<file path="config.mk">
export PLATFORM = sky130hd
export DESIGN_NAME = frot_queue
export DESIGN_NICKNAME = d
export VERILOG_FILES = /design/src/frot_pkg.sv /design/src/frot_queue.sv
export SDC_FILE = /design/constraint.sdc
export NUM_CORES = 1
export LEC_CHECK = 0
export BUFFER_PORTS_ARGS = -buffer_cell sky130_fd_sc_hd__buf_2
export CELL_PAD_IN_SITES_DETAIL_PLACEMENT = 1
export CELL_PAD_IN_SITES_GLOBAL_PLACEMENT = 1
export CORE_UTILIZATION = 47
export CTS_CLUSTER_DIAMETER = 50
export DETAILED_ROUTE_END_ITERATION = 16
export PLACE_DENSITY = 0.95
export SYNTH_ARGS = -nofsm -noshare
export SYNTH_HDL_FRONTEND = slang
export SYNTH_SLANG_ARGS = --single-unit
export TNS_END_PERCENT = 1
</file>
<file path="constraint.sdc">
create_clock -name clk -period 8.4 [get_ports clk]
set_input_delay 1.68 -clock clk [delete_from_list [all_inputs] [get_ports clk]]
set_output_delay 1.68 -clock clk [all_outputs]
set_load 0.005 [all_outputs]
</file>
<file path="src/frot_pkg.sv">
// Shared constants, codes and types of the quarter-turn frame rotator.
// No dependencies; every other file of the block imports this package.
`default_nettype none

package frot_pkg;

    localparam int PIXEL_W    = 24;
    localparam int COORD_W    = 8;
    localparam int DIM_W      = 9;
    localparam int DIM_MAX    = 2**DIM_W - 1;
    localparam int ROT_W      = 2;
    localparam int CFG_IDX_W  = 2;
    localparam int CFG_DATA_W = 9;

    localparam int DEF_MAX_WIDTH  = 256;
    localparam int DEF_MAX_HEIGHT = 256;

    localparam int QUEUE_DEPTH = 2;
    localparam int QPTR_W      = $clog2(QUEUE_DEPTH);
    localparam int QCNT_W      = $clog2(QUEUE_DEPTH + 1);

    localparam logic [CFG_IDX_W-1:0] REG_ROTATION = 2'd0;
    localparam logic [CFG_IDX_W-1:0] REG_HEIGHT   = 2'd1;
    localparam logic [CFG_IDX_W-1:0] REG_WIDTH    = 2'd2;

    localparam logic CMD_WRITE = 1'b0;
    localparam logic CMD_READ  = 1'b1;

    localparam logic [ROT_W-1:0] ROT_0   = 2'd0;
    localparam logic [ROT_W-1:0] ROT_90  = 2'd1;
    localparam logic [ROT_W-1:0] ROT_180 = 2'd2;
    localparam logic [ROT_W-1:0] ROT_270 = 2'd3;

    localparam logic [DIM_W-1:0] DIM_RESET = 9'd256;

    typedef struct packed {
        logic [ROT_W-1:0] rotation;
        logic [DIM_W-1:0] image_height;
        logic [DIM_W-1:0] image_width;
    } frot_cfg_t;

    typedef struct packed {
        logic               is_rd;
        logic [PIXEL_W-1:0] pixel;
        logic [COORD_W-1:0] row;
        logic [COORD_W-1:0] col;
        logic               last;
    } frot_entry_t;

endpackage

`default_nettype wire

</file>
<file path="src/frot_queue.sv">
// Short queue between front and back end of the frame rotator.
// Depends on frot_pkg.
`default_nettype none

module frot_queue #(
    parameter int ADDR_W = 16
) (
    input  wire                   clk,
    input  wire                   rst_n,
    input  wire                   push,
    input  frot_pkg::frot_entry_t entry_in,
    input  wire  [ADDR_W-1:0]     addr_in,
    output logic                  full,
    input  wire                   pop,
    output logic                  empty,
    output frot_pkg::frot_entry_t entry_out,
    output logic [ADDR_W-1:0]     addr_out
);
    import frot_pkg::*;

    frot_entry_t       entry_mem [QUEUE_DEPTH];
    logic [ADDR_W-1:0] addr_mem  [QUEUE_DEPTH];

    logic [QPTR_W-1:0] wr_ptr_reg, wr_ptr_next;
    logic [QPTR_W-1:0] rd_ptr_reg, rd_ptr_next;
    logic [QCNT_W-1:0] count_reg, count_next;

    assign full      = (count_reg == QCNT_W'(QUEUE_DEPTH));
    assign empty     = (count_reg == '0);
    assign entry_out = entry_mem[rd_ptr_reg];
    assign addr_out  = addr_mem[rd_ptr_reg];

    always_comb
    begin
        wr_ptr_next = wr_ptr_reg;
        rd_ptr_next = rd_ptr_reg;
        count_next  = count_reg;
        if (push)
        begin
            wr_ptr_next = (wr_ptr_reg == QPTR_W'(QUEUE_DEPTH - 1)) ? '0 : wr_ptr_reg + 1'b1;
        end
        if (pop)
        begin
            rd_ptr_next = (rd_ptr_reg == QPTR_W'(QUEUE_DEPTH - 1)) ? '0 : rd_ptr_reg + 1'b1;
        end
        if (push && !pop)
        begin
            count_next = count_reg + 1'b1;
        end
        else if (pop && !push)
        begin
            count_next = count_reg - 1'b1;
        end
    end

    always_ff @(posedge clk or negedge rst_n)
    begin
        if (!rst_n)
        begin
            wr_ptr_reg <= '0;
            rd_ptr_reg <= '0;
            count_reg  <= '0;
        end
        else
        begin
            wr_ptr_reg <= wr_ptr_next;
            rd_ptr_reg <= rd_ptr_next;
            count_reg  <= count_next;
        end
    end

    always_ff @(posedge clk)
    begin
        if (push)
        begin
            entry_mem[wr_ptr_reg] <= entry_in;
            addr_mem[wr_ptr_reg]  <= addr_in;
        end
    end

endmodule

`default_nettype wire

</file>
---- Yosys cells after proc, flatten, opt, wreduce, memory -nomap -nowiden ----
Memories as Yosys holds them, arrays and structs flattened.
Cells that the tools add are included.
word-level totals
  bits in registers ....................... 4
  latch bits .............................. 0
  RAM bits ................................ 116
  memory bits (read-only) ................. 0
  logic and storage cells ................. 22
  memories kept ........................... 2
cells by class
  add/sub/neg operators ................... 4
  $mul .................................... 0
  divide/modulo/power cells ............... 0
  order comparisons ....................... 0
  equality and inequality tests ........... 1
  shift operators ......................... 0
  muxes and demuxes ....................... 6
  bitwise logic cells ..................... 0
  reduce and logical (&&, ||, !) cells .... 6
memory list
  memory     depth  width  read ports  clocked after Yosys merged registers in  wr ports  RTL line          text
  entry_mem  2      42     1           0                                        1         frot_queue.sv:21  frot_entry_t entry_mem [QUEUE_DEPTH];
  addr_mem   2      16     1           0                                        1         frot_queue.sv:22  logic [ADDR_W-1:0] addr_mem [QUEUE_DEPTH];
operators with widths
  cell                   number
  $mux W1                4
  $mux W2                2
  $add A1 B1 Y1 const B  2
  $add A2 B1 Y2 const B  1
  $eq A2 B2 Y1 const B   1
  $logic_and A1 B1 Y1    2
  $logic_not A1 Y1       2
  $logic_not A2 Y1       1
  $reduce_bool A2 Y1     1
  $sub A2 B1 Y2 const B  1

---- Logic depth before layout (Yosys ltp) ----
  word-level depth ........................ 4
  depth in mapped cells ................... 5

---- Worst setup path after synthesis ----
OpenSTA, ideal clock, no wires.
  path kind ............................... input to register
  start ................................... in push
  end ..................................... mem addr_mem[0][0] (enable)
  library setup time ...................... 481 ps
  arrival ................................. 4238 ps
  data required time ...................... 7919 ps
  slack ................................... 3681 ps
  stages on the path ...................... 1
  path buffers ............................ 0
  cell sequence ........................... nor2b_1
between the ends
  word-level cells in the longest chain between the ends .. 2
RTL lines
  element                        RTL line          text
  start, declared                frot_queue.sv:10  input wire push,
  $mux W1                        frot_queue.sv:74  if (push)
  $mux W1 (not written as such)  frot_queue.sv:77  addr_mem[wr_ptr_reg] <= addr_in;
  end, declared                  frot_queue.sv:22
No other way between the ends.

---- Worst setup path after layout ----
  start ................................... reg rd_ptr_reg
  end ..................................... out addr_out[2]
between the ends
  word-level cells in the longest chain between the ends .. 1
RTL lines
  element                 RTL line          text
  start, declared         frot_queue.sv:25  logic [QPTR_W-1:0] rd_ptr_reg, rd_ptr_next;
  start signal, assigned  frot_queue.sv:67  rd_ptr_reg <= rd_ptr_next;
  $mem_v2 Z2 W16          n/a
  end, declared           frot_queue.sv:17  output logic [ADDR_W-1:0] addr_out
No other way between the ends.

==> reports/results.tsv <==
stage	metric	value	unit
final_layout	# nets final	396	
placed_design	Routability Congestion	0.637	
global_routing	largest net degree at the start of global routing	59	
global_routing	GRT overflow	0	
sta	Slew Viols, Final	0	
synthesis	Mapped Cells	197	
clock_tree	clock buffer depth	2	
critical_path	crit start category	flip-flop	
global_routing	GRT Util Overall	19.3	%
sta	worst slew pin tran	0.777	ns
critical_path	Setup crit end kind	primary output	
clock_tree	CTS Root Cell	clkbuf_8	
clock_tree	cts hold-fix bufs	0	
sta	RSZ-0062 raised after global routing	false	
die	# IOs	122	
global_routing	antenna violations before repair	0	
routing	total wire length	8750	um
sta	highest clock rate	0.247	GHz
final_layout	max reg flops	84	
sta	Final Cycle Share	48.1	%
synthesis	syn nets	260	
routing	wire per inst	19.2	um
clock_tree	Clock Latency Late Sink	0.50	ns
synthesis	Cell variety after synth	14	
power	Internal	1520	uW
clock_tree	H-tree lvl count	4	
sta	total negative slack	0	ns
routing	Via density	4.95	
routing	Post-route DRC	0	
die	Starting Density	48.3	%
sta	Final min period	4.04	ns
synthesis	register area share after synthesis	81.1	%
critical_path	critical path peak fanout	31	
clock_tree	postcts setup bufs	0	
power	sw frac	25.4	%
power	Comb pwr share	21.7	%
power	Power Total	2040	uW
routing	Antenna Nets Post-Route	0	
final_layout	ANT cells	0	
sta	Final setup viols	0	
die	Chip Width	99.0	um
flow_run	max-cap violations	0	
routing	Iter 0 DRT Violations	89	
status	status	finished, final reports clean	
critical_path	crit path DAT	2.36	ns
clock_tree	Clock Sink Count	120	
die	height of the die	99.0	um
final_layout	final cell count without fillers	457	
placed_design	hpwl dp	5550	um
placed_design	Port Buffers	121	
clock_tree	CTS tree	built	
power	VDD IR max	0.222	mV
routing	via count	2260	
worst_hold_path	worst hold-check path type	reg -> reg	
sta	clock skew	0.00693	ns
sta	Slew headroom	48.2	%
placed_design	Post-Place Cells	425	
power	net load switching power	517	uW
sta	endpoints failing hold	0	
power	sequential power share	42.3	%
synthesis	Ys Warns	0	
synthesis	post-synthesis cell area	4420	um^2
routing	DRT Pass-1 Iters	4	
critical_path	Crit path required time	6.72	ns
global_routing	number of global-route vias before repair	2501	
global_routing	global-route wire length before repair	13500	um
final_layout	Filler Cells Inserted	796	
synthesis	FF+latch count, synth	120	
die	Rows	35	
synthesis	Mapped Avg Cell Area	22.4	um^2
power	Clk network pwr share	36.0	%
clock_tree	post-cts gate resize count	0	
final_layout	area grow syn2layout	29.9	%
die	die area	9790	um^2
final_layout	layout cells sized above 1	61.8	%
clock_tree	Num CTS Buffers	17	
critical_path	critical path type	reg -> out	
clock_tree	Worst-path clk slew	0.05	ns
die	core area	9150	um^2
power	Leakage Power	0.00224	uW
power	Power Dens Cells	355	nW/um^2
==> path summary, 6_finish.rpt <==
path / startpoint / end / slack, ns / cells past startpoint
max in group asynchronous: rst_n / rd_ptr_reg$_DFFE_PN0P_ / 7.29 / 1
setup / recovery: rd_ptr_reg$_DFFE_PN0P_ / addr_out[2] / 4.36 / 3
hold / removal: count_reg[1]$_DFFE_PN0P_ / count_reg[1]$_DFFE_PN0P_ / 0.49 / 1
min in group asynchronous: rst_n / wr_ptr_reg$_DFFE_PN0P_ / 0.98 / 1
setup reg to reg: wr_ptr_reg$_DFFE_PN0P_ / addr_mem[0][11]$_DFFE_PP_ / 6.58 / 2
hold reg to reg: count_reg[1]$_DFFE_PN0P_ / count_reg[1]$_DFFE_PN0P_ / 0.49 / 1
==> logic make-up (layout without fill, tap and decap cells) <==
kind of cell | count (synthesis) | count (layout) | share of synthesized area, %
xor+xnor | 5 | 5 | 0.991
buf+inv | 8 | 157 | 1.39
mux | 58 | 58 | 15.6
simple gates | 5 | 5 | 0.595
fa+ha+maj | 1 | 1 | 0.283
flops | 120 | 120 | 81.1
==> area by class of cell <==
cell class / count / area [um^2] / area share (%)
Sequential cell: 120 / 3580 / 62.5
Multi-Input combinational cell: 69 / 782 / 13.6
Timing Repair Buffer: 124 / 628 / 10.9
Clock buffer: 20 / 425 / 7.41
Clock inverter: 12 / 176 / 3.07
Tap cell: 111 / 139 / 2.42
Inverter: 1 / 3.75 / 0.0654
==> through the flow <==
step | hold slack (ns) | utilization [%] | worst slack [ns] | area (um^2)
floorplan | 0.453 | - | 3.68 | 4420
global placement | 0.475 | 56.1 | 4.89 | 5140
detailed placement | 0.481 | 56.1 | 4.84 | 5140
CTS | 0.490 | 62.7 | 4.30 | 5740
global route | 0.522 | 62.7 | 4.18 | 5740
finish | 0.487 | 62.7 | 4.36 | 5740
==> metal layers <==
layer	GRT usage, %	share of wire (%)	routed length (um)
met5	0	0	0
met4	8.04	1.7	148
met3	5.89	4.4	385
met2	34.4	54	4740
met1	21.5	40	3480
==> synthesized netlist by cell type (all sizes together) <==
library cell / instances / share of area [%]
and2: 1 / 0.14
buf: 7 / 1.3
dfrtp: 4 / 2.3
edfxtp: 116 / 79
ha: 1 / 0.28
inv: 1 / 0.085
mux2: 58 / 16
nor2: 2 / 0.17
nor2b: 2 / 0.28
xnor2: 1 / 0.20
xor2: 4 / 0.79
==> critical path, cell delays in order, from the launching register on <==
cell     delay, ns
dfrtp_2       0.79
buf_4         0.52
mux2_2        0.41
buf_2         0.13
==> placed cells by master (no fill, tap or decap) <==
master	netlist	routed
clkbuf_1	0	3
clkinvlp_4	0	2
clkbuf_8	0	1
dfrtp_1	4	3
xnor2_1	1	1
mux2_2	48	48
clkinv_4	0	3
nor2b_4	0	1
xor2_1	4	4
edfxtp_1	116	116
clkbuf_16	0	16
mux2_4	10	10
inv_1	1	1
nor2_1	2	2
and2_2	0	1
buf_2	4	121
clkinv_2	0	3
buf_4	0	3
ha_1	1	1
dfrtp_2	0	1
nor2b_1	2	1
bufinv_16	0	4
==> power by group through the flow <==
stage | combinational [uW] | clock [uW] | sequential (uW)
2_1_floorplan | 308 | 0 | 837
3_3_place_gp | 435 | 0 | 861
3_5_place_dp | 450 | 0 | 873
4_1_cts | 455 | 749 | 865
5_1_grt | 481 | 772 | 877
6_report | 443 | 733 | 862
Power figures use the tool's default switching activity.
