**src/frot_pkg.sv**
```systemverilog
// Shared constants, codes and types of the quarter-turn frame rotator.
// No dependencies; every other file of the block imports this package.
`default_nettype none

package frot_pkg;

    localparam int PIXEL_W    = 24;
    localparam int COORD_W    = 8;
    localparam int DIM_W      = 9;
    localparam int DIM_MAX    = 2**DIM_W - 1;
    localparam int ROT_W      = 2;
    localparam int CFG_IDX_W  = 2;
    localparam int CFG_DATA_W = 9;

    localparam int DEF_MAX_WIDTH  = 256;
    localparam int DEF_MAX_HEIGHT = 256;

    localparam int QUEUE_DEPTH = 2;
    localparam int QPTR_W      = $clog2(QUEUE_DEPTH);
    localparam int QCNT_W      = $clog2(QUEUE_DEPTH + 1);

    localparam logic [CFG_IDX_W-1:0] REG_ROTATION = 2'd0;
    localparam logic [CFG_IDX_W-1:0] REG_HEIGHT   = 2'd1;
    localparam logic [CFG_IDX_W-1:0] REG_WIDTH    = 2'd2;

    localparam logic CMD_WRITE = 1'b0;
    localparam logic CMD_READ  = 1'b1;

    localparam logic [ROT_W-1:0] ROT_0   = 2'd0;
    localparam logic [ROT_W-1:0] ROT_90  = 2'd1;
    localparam logic [ROT_W-1:0] ROT_180 = 2'd2;
    localparam logic [ROT_W-1:0] ROT_270 = 2'd3;

    localparam logic [DIM_W-1:0] DIM_RESET = 9'd256;

    typedef struct packed {
        logic [ROT_W-1:0] rotation;
        logic [DIM_W-1:0] image_height;
        logic [DIM_W-1:0] image_width;
    } frot_cfg_t;

    typedef struct packed {
        logic               is_rd;
        logic [PIXEL_W-1:0] pixel;
        logic [COORD_W-1:0] row;
        logic [COORD_W-1:0] col;
        logic               last;
    } frot_entry_t;

endpackage

`default_nettype wire

```
**src/frot_if.sv**
```systemverilog
// Stream interfaces of the frame rotator: command items in, pixel items out.
// Depends on frot_pkg for field widths.
`default_nettype none

interface frot_in_if;
    import frot_pkg::*;

    logic               valid;
    logic               ready;
    logic               cmd;
    logic [PIXEL_W-1:0] pixel_in;

    modport source (output valid, output cmd, output pixel_in, input ready);
    modport sink   (input valid, input cmd, input pixel_in, output ready);
endinterface


`default_nettype wire

```
**src/frot_front.sv**
```systemverilog
// Front end: accepts command items, keeps write and read positions and maps each
// read to its source address. Depends on frot_pkg and frot_if.
`default_nettype none

module frot_front #(
    parameter int MAX_WIDTH  = frot_pkg::DEF_MAX_WIDTH,
    parameter int MAX_HEIGHT = frot_pkg::DEF_MAX_HEIGHT,
    parameter int ADDR_W     = 16
) (
    input  wire                 clk,
    input  wire                 rst_n,
    frot_in_if.sink             req,
    input  frot_pkg::frot_cfg_t cfg,
    input  wire                 full,
    output logic                push,
    output frot_pkg::frot_entry_t entry,
    output logic [ADDR_W-1:0]   addr
);
    import frot_pkg::*;

    localparam int HCAP = (MAX_HEIGHT > DIM_MAX) ? DIM_MAX : MAX_HEIGHT;
    localparam int WCAP = (MAX_WIDTH > DIM_MAX) ? DIM_MAX : MAX_WIDTH;

    logic [DIM_W-1:0]   h, w, out_h, out_w;
    logic [2*DIM_W-1:0] total, prod, src;
    logic [ADDR_W-1:0]  wp;
    logic [ADDR_W:0]    wp_inc;
    logic [DIM_W-1:0]   rr, rc, rc_inc, rr_inc, sr, sc;
    logic               accept, is_rd, last;

    logic [ADDR_W-1:0] wpos_reg, wpos_next;
    logic [DIM_W-1:0]  rrow_reg, rrow_next;
    logic [DIM_W-1:0]  rcol_reg, rcol_next;

    assign h = (cfg.image_height == '0) ? DIM_W'(1) :
               (cfg.image_height > DIM_W'(HCAP)) ? DIM_W'(HCAP) : cfg.image_height;
    assign w = (cfg.image_width == '0) ? DIM_W'(1) :
               (cfg.image_width > DIM_W'(WCAP)) ? DIM_W'(WCAP) : cfg.image_width;
    assign total = h * w;

    assign out_h = cfg.rotation[0] ? w : h;
    assign out_w = cfg.rotation[0] ? h : w;

    assign req.ready = !full;
    assign accept    = req.valid && req.ready;
    assign is_rd     = (req.cmd == CMD_READ);
    assign push      = accept;

    // write position
    assign wp     = (wpos_reg >= total) ? '0 : wpos_reg;
    assign wp_inc = {1'b0, wp} + 1'b1;

    // read position, restarted when outside the rotated frame
    always_comb
    begin
        if ((rrow_reg >= out_h) || (rcol_reg >= out_w))
        begin
            rr = '0;
            rc = '0;
        end
        else
        begin
            rr = rrow_reg;
            rc = rcol_reg;
        end
    end

    always_comb
    begin
        case (cfg.rotation)
            ROT_90:
            begin
                sr = h - 1'b1 - rc;
                sc = rr;
            end
            ROT_180:
            begin
                sr = h - 1'b1 - rr;
                sc = w - 1'b1 - rc;
            end
            ROT_270:
            begin
                sr = rc;
                sc = w - 1'b1 - rr;
            end
            default:
            begin
                sr = rr;
                sc = rc;
            end
        endcase
    end

    assign prod = sr * w;
    assign src  = prod + {{DIM_W{1'b0}}, sc};

    assign rc_inc = rc + 1'b1;
    assign rr_inc = rr + 1'b1;
    assign last   = (rc_inc >= out_w) && (rr_inc >= out_h);

    always_comb
    begin
        wpos_next = wpos_reg;
        rrow_next = rrow_reg;
        rcol_next = rcol_reg;
        if (accept && !is_rd)
        begin
            wpos_next = (wp_inc >= total) ? '0 : wp_inc[ADDR_W-1:0];
        end
        if (accept && is_rd)
        begin
            if (rc_inc >= out_w)
            begin
                rcol_next = '0;
                rrow_next = (rr_inc >= out_h) ? '0 : rr_inc;
            end
            else
            begin
                rcol_next = rc_inc;
                rrow_next = rr;
            end
        end
    end

    always_ff @(posedge clk or negedge rst_n)
    begin
        if (!rst_n)
        begin
            wpos_reg <= '0;
            rrow_reg <= '0;
            rcol_reg <= '0;
        end
        else
        begin
            wpos_reg <= wpos_next;
            rrow_reg <= rrow_next;
            rcol_reg <= rcol_next;
        end
    end

    assign entry.is_rd = is_rd;
    assign entry.pixel = req.pixel_in;
    assign entry.row   = rr[COORD_W-1:0];
    assign entry.col   = rc[COORD_W-1:0];
    assign entry.last  = last;
    assign addr        = is_rd ? ADDR_W'(src) : wp;

endmodule

`default_nettype wire

```
**src/flat_wrapper.sv**
```systemverilog
// flat-port wrapper written by rule: the top's interface ports become plain ports
module frot_front_flat import frot_pkg::*;
#(
    parameter int MAX_WIDTH  = frot_pkg::DEF_MAX_WIDTH,
    parameter int MAX_HEIGHT = frot_pkg::DEF_MAX_HEIGHT,
    parameter int ADDR_W     = 16
)
  (clk, rst_n, cfg, full, push, entry, addr, req_valid, req_cmd, req_pixel_in, req_ready);
  frot_in_if req_i ();
  input  wire clk;
  input  wire rst_n;
  input  frot_pkg::frot_cfg_t cfg;
  input  wire full;
  output logic push;
  output frot_pkg::frot_entry_t entry;
  output logic [ADDR_W-1:0] addr;
  input wire logic [$bits(req_i.valid)-1:0] req_valid;
  input wire logic [$bits(req_i.cmd)-1:0] req_cmd;
  input wire logic [$bits(req_i.pixel_in)-1:0] req_pixel_in;
  output wire logic [$bits(req_i.ready)-1:0] req_ready;
  assign req_i.valid = req_valid;
  assign req_i.cmd = req_cmd;
  assign req_i.pixel_in = req_pixel_in;
  assign req_ready = req_i.ready;
  frot_front #(.MAX_WIDTH(MAX_WIDTH), .MAX_HEIGHT(MAX_HEIGHT), .ADDR_W(ADDR_W)) u_core (.clk(clk), .rst_n(rst_n), .req(req_i), .cfg(cfg), .full(full), .push(push), .entry(entry), .addr(addr));
endmodule
```
**config.mk**
```make
export PLATFORM = sky130hd
export DESIGN_NAME = frot_front_flat
export DESIGN_NICKNAME = d
export VERILOG_FILES = /design/src/frot_pkg.sv /design/src/frot_if.sv /design/src/frot_front.sv /design/src/flat_wrapper.sv
export SDC_FILE = /design/constraint.sdc
export NUM_CORES = 1
export LEC_CHECK = 0
export ABC_AREA = 0
export BUFFER_PORTS_ARGS = -buffer_cell sky130_fd_sc_hd__buf_2
export CAP_MARGIN = 20
export CORE_MARGIN = 4
export CORE_UTILIZATION = 50
export CTS_BUF_LIST = sky130_fd_sc_hd__clkbuf_4
export DETAILED_ROUTE_END_ITERATION = 10
export GPL_ROUTABILITY_DRIVEN = 0
export PLACE_DENSITY_LB_ADDON = 0.12
export SLEW_MARGIN = 5
export SYNTH_ARGS = -nofsm -noshare
export SYNTH_HDL_FRONTEND = slang
export SYNTH_SLANG_ARGS = --single-unit
```
**constraint.sdc**
```tcl
create_clock -name clk -period 8.18 [get_ports clk]
set_input_delay 0 -clock clk [delete_from_list [all_inputs] [get_ports clk]]
set_output_delay 0 -clock clk [all_outputs]
set_load 0.02 [all_outputs]
```
Yosys cells after proc, flatten, opt, wreduce, memory -nomap -nowiden --
Index checks and enable logic that the tools add are counted.
Storage, ports and cells: ROM bits 0, bits in latches 0, logic and storage cells 51, output and inout port bits 60, memories kept 0, bits of input ports 49, register bits after elaboration 34, bits in writable memories 0
Cells by class: shift-type cells 0, reductions and logical operators 9, bitwise operators 0, multiply operators 2, eq/ne operators 3, add/sub/neg operators 10, order comparisons 8, muxes and demuxes 16, divide/modulo/power cells 0
Operator list (number):
- 2-to-1 mux 9 bit | 11
- one-hot mux 9 bit (3 select lines) | 2
- 2-to-1 mux 16 bit | 3
- >= comparator 9 bit | 4
- subtractor 9 bit | 4
- adder 9 x 1 -> 9 bit (second input constant) | 2
- >= comparator 16 x 18 -> 1 bit | 1
- >= comparator 17 x 18 -> 1 bit | 1
- > comparator 9 bit (second input constant) | 2
- zero test 9 bit | 2
- multiplier 9 x 9 -> 18 bit | 1
- subtractor 9 x 1 -> 9 bit (second input constant) | 2
- adder 16 x 1 -> 17 bit (second input constant) | 1
- adder 16 x 9 -> 16 bit | 1
- multiplier 9 x 9 -> 16 bit | 1
- equality test 2 bit (second input constant) | 2
- logical AND 1 bit | 4
- equality test 2 x 1 -> 1 bit (second input constant) | 1
- zero test 1 bit | 2
- logical OR 1 bit | 1

Depth between registers and ports, before layout --
Gate-level depths: netlist (run 1).
depth in word-level cells 12, depth in mapped cells 47

Worst setup path before layout (run 1) --
Ideal clock, no wire load.
path kind input-to-output, start input port cfg[13] in the netlist's numbering, end output port addr[15], required time 8180 ps, stages on the path 43, arrival time 9251 ps, slack -1071 ps, cells stage by stage or3_1 nor4_1 a21oi_1 nor2_1 clkinv_1 o21ai_0 ha_1 nor2b_1 o21ai_0 nand4_1 and3_1 buf_2 buf_2 and2_1 clkbuf_1 a21oi_1 fa_1 nand3_1 [7 not listed] inv_1 fa_1 inv_1 fa_1 inv_1 fa_1 inv_1 fa_1 inv_1 ha_1 or3_1 o21ai_0 o31ai_1 o41ai_1 o21ai_0 nand2_1 nor2_1 a2111o_1
RTL lines:
- from (decl) | RTL line flat_wrapper.sv:12 | input frot_pkg::frot_cfg_t cfg;
- to (decl) | RTL line flat_wrapper.sv:16 | output logic [ADDR_W-1:0] addr;

Worst setup path in the final report (run 1) --
start input port cfg[12] in the netlist's numbering, end output port addr[15]
On the way: cells in the longest elaborated chain, start to end 12, elaborated cells on any way between the ends 24, those cells by class 6 x add/sub; 2 x mul; 4 x order compare; 10 x mux; 2 x reduce/logical
Ends and longest elaborated chain:
- > comparator 9 bit | RTL line frot_front.sv:36 | (cfg.image_height > DIM_W'(HCAP)) ? DIM_W'(HCAP) : cfg.image_height;
- 2-to-1 mux 9 bit | RTL line frot_front.sv:36
- 2-to-1 mux 9 bit * | RTL line frot_front.sv:35 | assign h = (cfg.image_height == '0) ? DIM_W'(1) :
- 2-to-1 mux 9 bit, on equally long branches | RTL line frot_front.sv:41, frot_front.sv:42
- >= comparator 9 bit | RTL line frot_front.sv:56 | if ((rrow_reg >= out_h) || (rcol_reg >= out_w))
- logical OR 1 bit | RTL line frot_front.sv:56
- 2-to-1 mux 9 bit | RTL line frot_front.sv:56
- subtractor 9 bit, on equally long branches | RTL line frot_front.sv:78, frot_front.sv:73
- one-hot mux 9 bit (3 select lines) | RTL line frot_front.sv:70 | case (cfg.rotation)
- multiplier 9 x 9 -> 16 bit | RTL line frot_front.sv:94 | assign prod = sr * w;
- adder 16 x 9 -> 16 bit | RTL line frot_front.sv:95 | assign src = prod + {{DIM_W{1'b0}}, sc};
- 2-to-1 mux 16 bit * | RTL line frot_front.sv:146 | assign addr = is_rd ? ADDR_W'(src) : wp;
Mark *: on every way between the ends. The rest lies on a longest branch, timed or not.

==> results.sh, run 1 <==
export IMPL_status="finished with violations"
export IMPL_violations="setup timing"
export IMPL_max_slew_margin=0.404
export IMPL_grt_setup_unrepaired="true"
export IMPL_ios=109
export IMPL_criticalPathCategory="input port to output pin"
export IMPL_grtUsageMet2=0.497
export IMPL_die_x_microns=158
export IMPL_place_ws_ns=-1.00
export IMPL_groute_usage_overall=0.299
export IMPL_routed_wl_mm=37.5
export IMPL_totalPowerFinal_uw=3000
export IMPL_initial_utilization=0.512
export IMPL_r2r_start="u_core.wpos_reg[5]$_DFFE_PN0P_"
export IMPL_max_stage_delay_ns=0.52
export IMPL_ys_flop_type="dfrtp_1"
export IMPL_design_die_area_sq_um=25000
export IMPL_setup_viol=16
export IMPL_ant_nets=0
export IMPL_clkLatencyLatePin_ns=0.37
export IMPL_cts_buffers=5
export IMPL_fin_ws_ns=-0.367
export IMPL_fin_crit_sh=1.04
export IMPL_p_sw_uw=1510
export IMPL_cp_max_fo=3
export IMPL_core_area_sq_um=22000
export IMPL_end_kind="output pin"
export IMPL_area_growth_pct=32.5
export IMPL_ys_warn_count=0
export IMPL_worst_slew_pin_slew_ns=0.894
export IMPL_drive_gt1_frac=0.300
export IMPL_start_kind="input port"
export IMPL_cp_slowest_cell="fa_1"
export IMPL_cts_sinks=34
export IMPL_clockBufferDepth=2
export IMPL_die_height_microns=158
export IMPL_fp_row_count=54
export IMPL_vias=11500
export IMPL_totalNegativeSetupSlack_ns=-1.39
export IMPL_powerDensity_nw_per_um2=201
export IMPL_crit_top_cell="fa_1"
export IMPL_grt_util_met3=0.0473
export IMPL_largest_reg_flops=16
export IMPL_max_cap_viol_count=0
export IMPL_rr_worst_depth=25
export IMPL_grt_busiest_layer="met2"
export IMPL_gr_total_overflow=0
export IMPL_placed_cell_area_sq_um=13800
export IMPL_synth_area_leaders="ha_1 20%, fa_1 19%, dfrtp_1 7.5%, inv_1 6.5%, nor2_1 5.7%"
export IMPL_p_leak_uw=0.00758
export IMPL_startpoint="cfg[12]"
export IMPL_antenna_found_initial=1
export IMPL_worstPathArrival_ns=8.55
export IMPL_p_sw_frac=0.503
export IMPL_layout_min_cycle_time_ns=8.55
export IMPL_syn_area_per_cell_sq_um=7.64
export IMPL_syn_num_nets=1808
export IMPL_grt_max_degree=36
export IMPL_grt_pass1_vias=11600
export IMPL_synth_seq_area_share=0.0755
export IMPL_ir_drop_v=0.000305
export IMPL_hp_class="input port to output pin"
export IMPL_seq_power_share=0.080
export IMPL_nets=2092
export IMPL_dpl_hpwl_mm=30.7
export IMPL_synth_top_area_share=0.196
export IMPL_grt_pass1_wl_mm=59.6
export IMPL_initialDrtViolationCount=653
export IMPL_power_internal_uw=1490
export IMPL_synthDistinctLibCells=70
export IMPL_slew_violations=0
export IMPL_final_cell_area_sq_um=14900
export IMPL_syn_inst=1476
export IMPL_post_route_drc_count=0
export IMPL_firstDrtPassIters=6
export IMPL_synth_edff_count=0
export IMPL_ctsHtreeMaxLevel=2
export IMPL_ys_ff_latch=34
export IMPL_finClkSkew_ns=0.0101
export IMPL_synth_async_reset_ratio=1.00
export IMPL_clock_root_buffer="clkbuf_4"
export IMPL_hold_depth=0
export IMPL_min_delay_start="req_pixel_in[0]"
export IMPL_hold_viol=0
export IMPL_multi_input_comb_area_sq_um=10200
export IMPL_synth_largest_area_cell="ha_1"
export IMPL_cts_tree="built"
export IMPL_fmax_ghz=0.117
export IMPL_use_met1=0.385
export IMPL_io_buffers=60
export IMPL_via_per_inst=5.64
export IMPL_critPathRequiredTime_ns=8.18
export IMPL_syn_area_sq_um=11300
export IMPL_fillCellCount=1857
export IMPL_clock_power_share=0.035
export IMPL_power_frac_comb=0.886
export IMPL_register_area_sq_um=851
export IMPL_drt_wirelength_per_cell_microns=18.4
## layout make-up
| class | instances | area share |
|---|---|---|
| clock inverter | 2 | 0.000587 |
| tap | 280 | 0.0235 |
| multi-input combinational | 1154 | 0.680 |
| antenna | 2 | 0.000335 |
| timing repair buffer | 367 | 0.185 |
| clock buffer | 6 | 0.00302 |
| inverter | 198 | 0.0505 |
| sequential | 34 | 0.0570 |
## power by group through the flow
stage	Sequential (uW)	Combinational (uW)	Clock (uW)
2_1_floorplan	228	1450	0
3_5_place_dp	240	2230	0
6_report	239	2660	104
5_1_grt	241	2930	114
3_3_place_gp	240	2190	0
4_1_cts	237	2410	105
## critical path, delay by kind of cell
family | cells | cell delay (ns)
and+or+nand+nor | 14 | 2.10
xor gates and xnor gates | 1 | 0.16
buffers and inverters | 10 | 0.78
adders and majority gates | 9 | 3.47
AOI/OAI and AO/OA | 13 | 2.03
## final timing paths
check	slack [ns]	endpoint
setup / recovery	-0.37	addr[15]
hold / removal	0.000008	entry[17]
setup reg to reg	3.01	u_core.wpos_reg[13]$_DFFE_PN0P_
hold reg to reg	0.55	u_core.rrow_reg[0]$_DFFE_PN0P_
max in group asynchronous	7.33	u_core.wpos_reg[10]$_DFFE_PN0P_
min in group asynchronous	0.26	u_core.rrow_reg[1]$_DFFE_PN0P_
## cell usage in the layout (no fill, tap or decap), types with 10 or more instances in the layout
master      n
a21o_1     28
a21oi_1    68
a21oi_2    23
a22o_1     13
and2_1     21
buf_2      51
buf_4     294
buf_6      15
dfrtp_1    34
fa_1      104
ha_1      159
ha_4       16
inv_1     182
inv_2      11
mux2i_1    13
nand2_1   138
nand2b_1   25
nand3_1    39
nand4_1    10
nor2_1    162
nor2b_1    24
nor3_1     13
o21ai_0    30
o21ai_1    13
xnor2_1    45
xor2_1     22
## cells in the mapped netlist (all sizes together), types with 3 or more instances
library cell / instances
nor3b: 5
inv: 195
mux2i: 13
clkbuf: 53
and2: 25
o41ai: 3
nand4: 10
ha: 177
a21o: 28
a2111oi: 3
nor2b: 25
and3: 10
o21ai: 51
o221ai: 3
xor2: 22
a221oi: 8
a21oi: 94
fa: 106
xnor2: 51
nand2: 149
clkinv: 3
o211ai: 5
a211oi: 12
buf: 37
o31ai: 9
o22ai: 8
nor4: 8
or3: 3
a22o: 13
nor2: 172
nand3: 48
nor3: 20
a211o: 4
dfrtp: 34
o21a: 8
nand2b: 25
a221o: 4
## layer usage
| metal | up-vias | part of all wire |
|---|---|---|
| met5 | - | 0 |
| met4 | 0 | 0.058 |
| met3 | 143 | 0.067 |
| met2 | 457 | 0.47 |
| met1 | 5453 | 0.41 |
| li1 | 5471 | - |
## cell families after synthesis
kind of cell | share of synthesized area
DFF | 0.0755
xor gates and xnor gates | 0.0567
adders and majority gates | 0.385
buffers and inverters | 0.106
and+or+nand+nor | 0.205
AOI/OAI and AO/OA | 0.158
muxes | 0.0135
## metrics by stage
| step | util | hold WS (ns) | std cells |
|---|---|---|---|
| after global placement | 0.628 | 0.000137 | 1992 |
| after detailed placement | 0.628 | 0.000137 | 1992 |
| final | 0.678 | 0.00000776 | 2043 |
| after floorplan | - | -0.296 | 1476 |
| after global routing | 0.678 | 0.0000293 | 2043 |
| after CTS | 0.655 | 0.000137 | 2031 |
## repair_timing
item / in CTS / in global routing
buffers inserted: 29 / 10
hold buffers: 1 / 0
pin swaps: 53 / 53
cloned: 1 / 0
endpoints found under the hold margin: 34 / 0
resized for setup: 65 / 86
endpoints found under the setup margin: 26 / 25
Power figures use the tool's default switching activity.
==> run 2: changes to the inputs <==
clock period = 10.72 ns   (was 8.18 ns; I/O delays follow)
==> results.sh, run 2 (synthesized netlist as in run 1, its figures left out) <==
export IMPL_postLayoutCoreUtil=0.534
export IMPL_design_die_area_sq_um=25000
export IMPL_firstDrtPassIters=5
export IMPL_finClkSkew_ns=0.00521
export IMPL_initialDrtViolationCount=731
export IMPL_core_area_sq_um=22000
export IMPL_instances_no_fill=1764
export IMPL_groute_usage_overall=0.269
export IMPL_place_ws_ns=0.293
export IMPL_worstPathArrival_ns=9.99
export IMPL_totalNegativeSetupSlack_ns=0
export IMPL_ir_drop_v=0.000151
export IMPL_crit_top_cell="inv_1"
export IMPL_antenna_found_initial=0
export IMPL_grt_pass1_wl_mm=53.1
export IMPL_clockBufferDepth=2
export IMPL_mostFrequentLayoutCell="inv_1"
export IMPL_ios=109
export IMPL_end_kind="output pin"
export IMPL_max_cap_viol_count=0
export IMPL_initial_utilization=0.512
export IMPL_grt_setup_unrepaired="false"
export IMPL_vias=10200
export IMPL_grt_max_degree=38
export IMPL_layout_min_cycle_time_ns=9.99
export IMPL_grtUsageMet2=0.425
export IMPL_area_growth_pct=4.42
export IMPL_cp_max_fo=25
export IMPL_gr_total_overflow=0
export IMPL_max_stage_delay_ns=0.55
export IMPL_drt_wirelength_per_cell_microns=18.6
export IMPL_worst_slew_pin_slew_ns=1.07
export IMPL_fmax_ghz=0.100
export IMPL_grt_util_met3=0.0331
export IMPL_start_kind="input port"
export IMPL_n_antenna_cell=0
export IMPL_via_per_inst=5.76
export IMPL_cp_slowest_cell="fa_1"
export IMPL_hold_viol=0
export IMPL_setup_viol=0
export IMPL_clkLatencyLatePin_ns=0.36
export IMPL_use_met1=0.375
export IMPL_drive_gt1_frac=0.0728
export IMPL_largest_reg_flops=16
export IMPL_cts_tree="built"
export IMPL_die_x_microns=158
export IMPL_fin_ws_ns=0.728
export IMPL_fin_crit_sh=0.932
export IMPL_criticalPathCategory="input port to output pin"
export IMPL_dpl_hpwl_mm=27.4
export IMPL_ctsHtreeMaxLevel=2
export IMPL_max_slew_margin=0.282
export IMPL_die_height_microns=158
export IMPL_grt_pass1_vias=9951
export IMPL_place_inst=1754
export IMPL_slew_violations=0
export IMPL_cts_sinks=34
export IMPL_cts_buffers=5
export IMPL_routed_wl_mm=32.9
export IMPL_clock_root_buffer="clkbuf_4"
export IMPL_postCtsSetupBuffers=0
export IMPL_fp_row_count=54
export IMPL_ant_nets=0
export IMPL_grt_busiest_layer="met2"
export IMPL_post_route_drc_count=0
export IMPL_hp_class="input port to output pin"
export IMPL_powerDensity_nw_per_um2=138
export IMPL_p_leak_uw=0.00602
export IMPL_io_buffers=60
export IMPL_nets=1815
export IMPL_final_cell_mix="195 x inv_1, 177 x ha_1, 172 x nor2_1, 149 x nand2_1, 106 x fa_1"
export IMPL_critPathRequiredTime_ns=10.72
export IMPL_status="completed"
## run 2: cell count changes in the layout (fill, tap and decap cells not counted), moves of 13 or more
cell / delta
a21oi_1: +25
a21oi_2: -22
buf_4: -266
buf_6: -15
ha_1: +18
ha_4: -16
inv_1: +13
o21ai_0: +17
## run 2: final cells by class
class,instances,area [sq um]
Clock buffer,5,37.5
Clock inverter,3,11.3
Fill cell,2174,10300
Inverter,198,743
Multi-Input combinational cell,1154,9250
Sequential cell,34,851
Tap cell,280,350
Timing Repair Buffer,90,526
## run 2: path summary, 6_finish.rpt
| path | slack [ns] | startpoint | depth (start not counted) | end |
|---|---|---|---|---|
| min in group asynchronous | 0.29 | rst_n | 2 | u_core.rcol_reg[6]$_DFFE_PN0P_ |
| max in group asynchronous | 9.84 | rst_n | 2 | u_core.wpos_reg[8]$_DFFE_PN0P_ |
| worst max register to register | 4.63 | u_core.wpos_reg[2]$_DFFE_PN0P_ | 26 | u_core.wpos_reg[6]$_DFFE_PN0P_ |
| worst max-delay path | 0.73 | cfg[13] | 45 | addr[15] |
| worst min-delay path | 0.000008 | req_pixel_in[21] | 0 | entry[38] |
| worst min register to register | 0.57 | u_core.rrow_reg[0]$_DFFE_PN0P_ | 1 | u_core.rrow_reg[0]$_DFFE_PN0P_ |
## run 2: power by group
part | switching (uW) | internal [uW] | total, uW
clock | 49.8 | 23.4 | 73.3
combinational | 827 | 541 | 1370
sequential | 38.2 | 150 | 189
## run 2: stage by stage
step	power, uW	hold slack [ns]	area, sq um
6_report	1630	0.00000774	11800
3_3_place_gp	1530	0.000137	11700
4_1_cts	1630	0.000137	11700
2_1_floorplan	1190	-0.296	11300
5_1_grt	1830	0.0000292	11800
3_5_place_dp	1540	0.000137	11700
## run 2: layer usage
layer  part of all wire  wire length (microns)
met1               0.44                  14600
met2               0.45                  14800
met3              0.061                   1990
met4              0.047                   1550
met5                  0                      0
## run 2: repair_timing
action                                 in CTS  in global routing
endpoints found under the hold margin      34                  0
setup endpoints to repair                   0                 17
gates resized for setup                     0                  4
hold buffers                                1                  0
## run 2: critical path: cells and delay by family
kind            cells  cell delay, ns
fa+ha+maj           8            3.54
compound gates     13            2.65
xor+xnor            1            0.14
buf+inv            10            1.18
simple gates       13            2.47
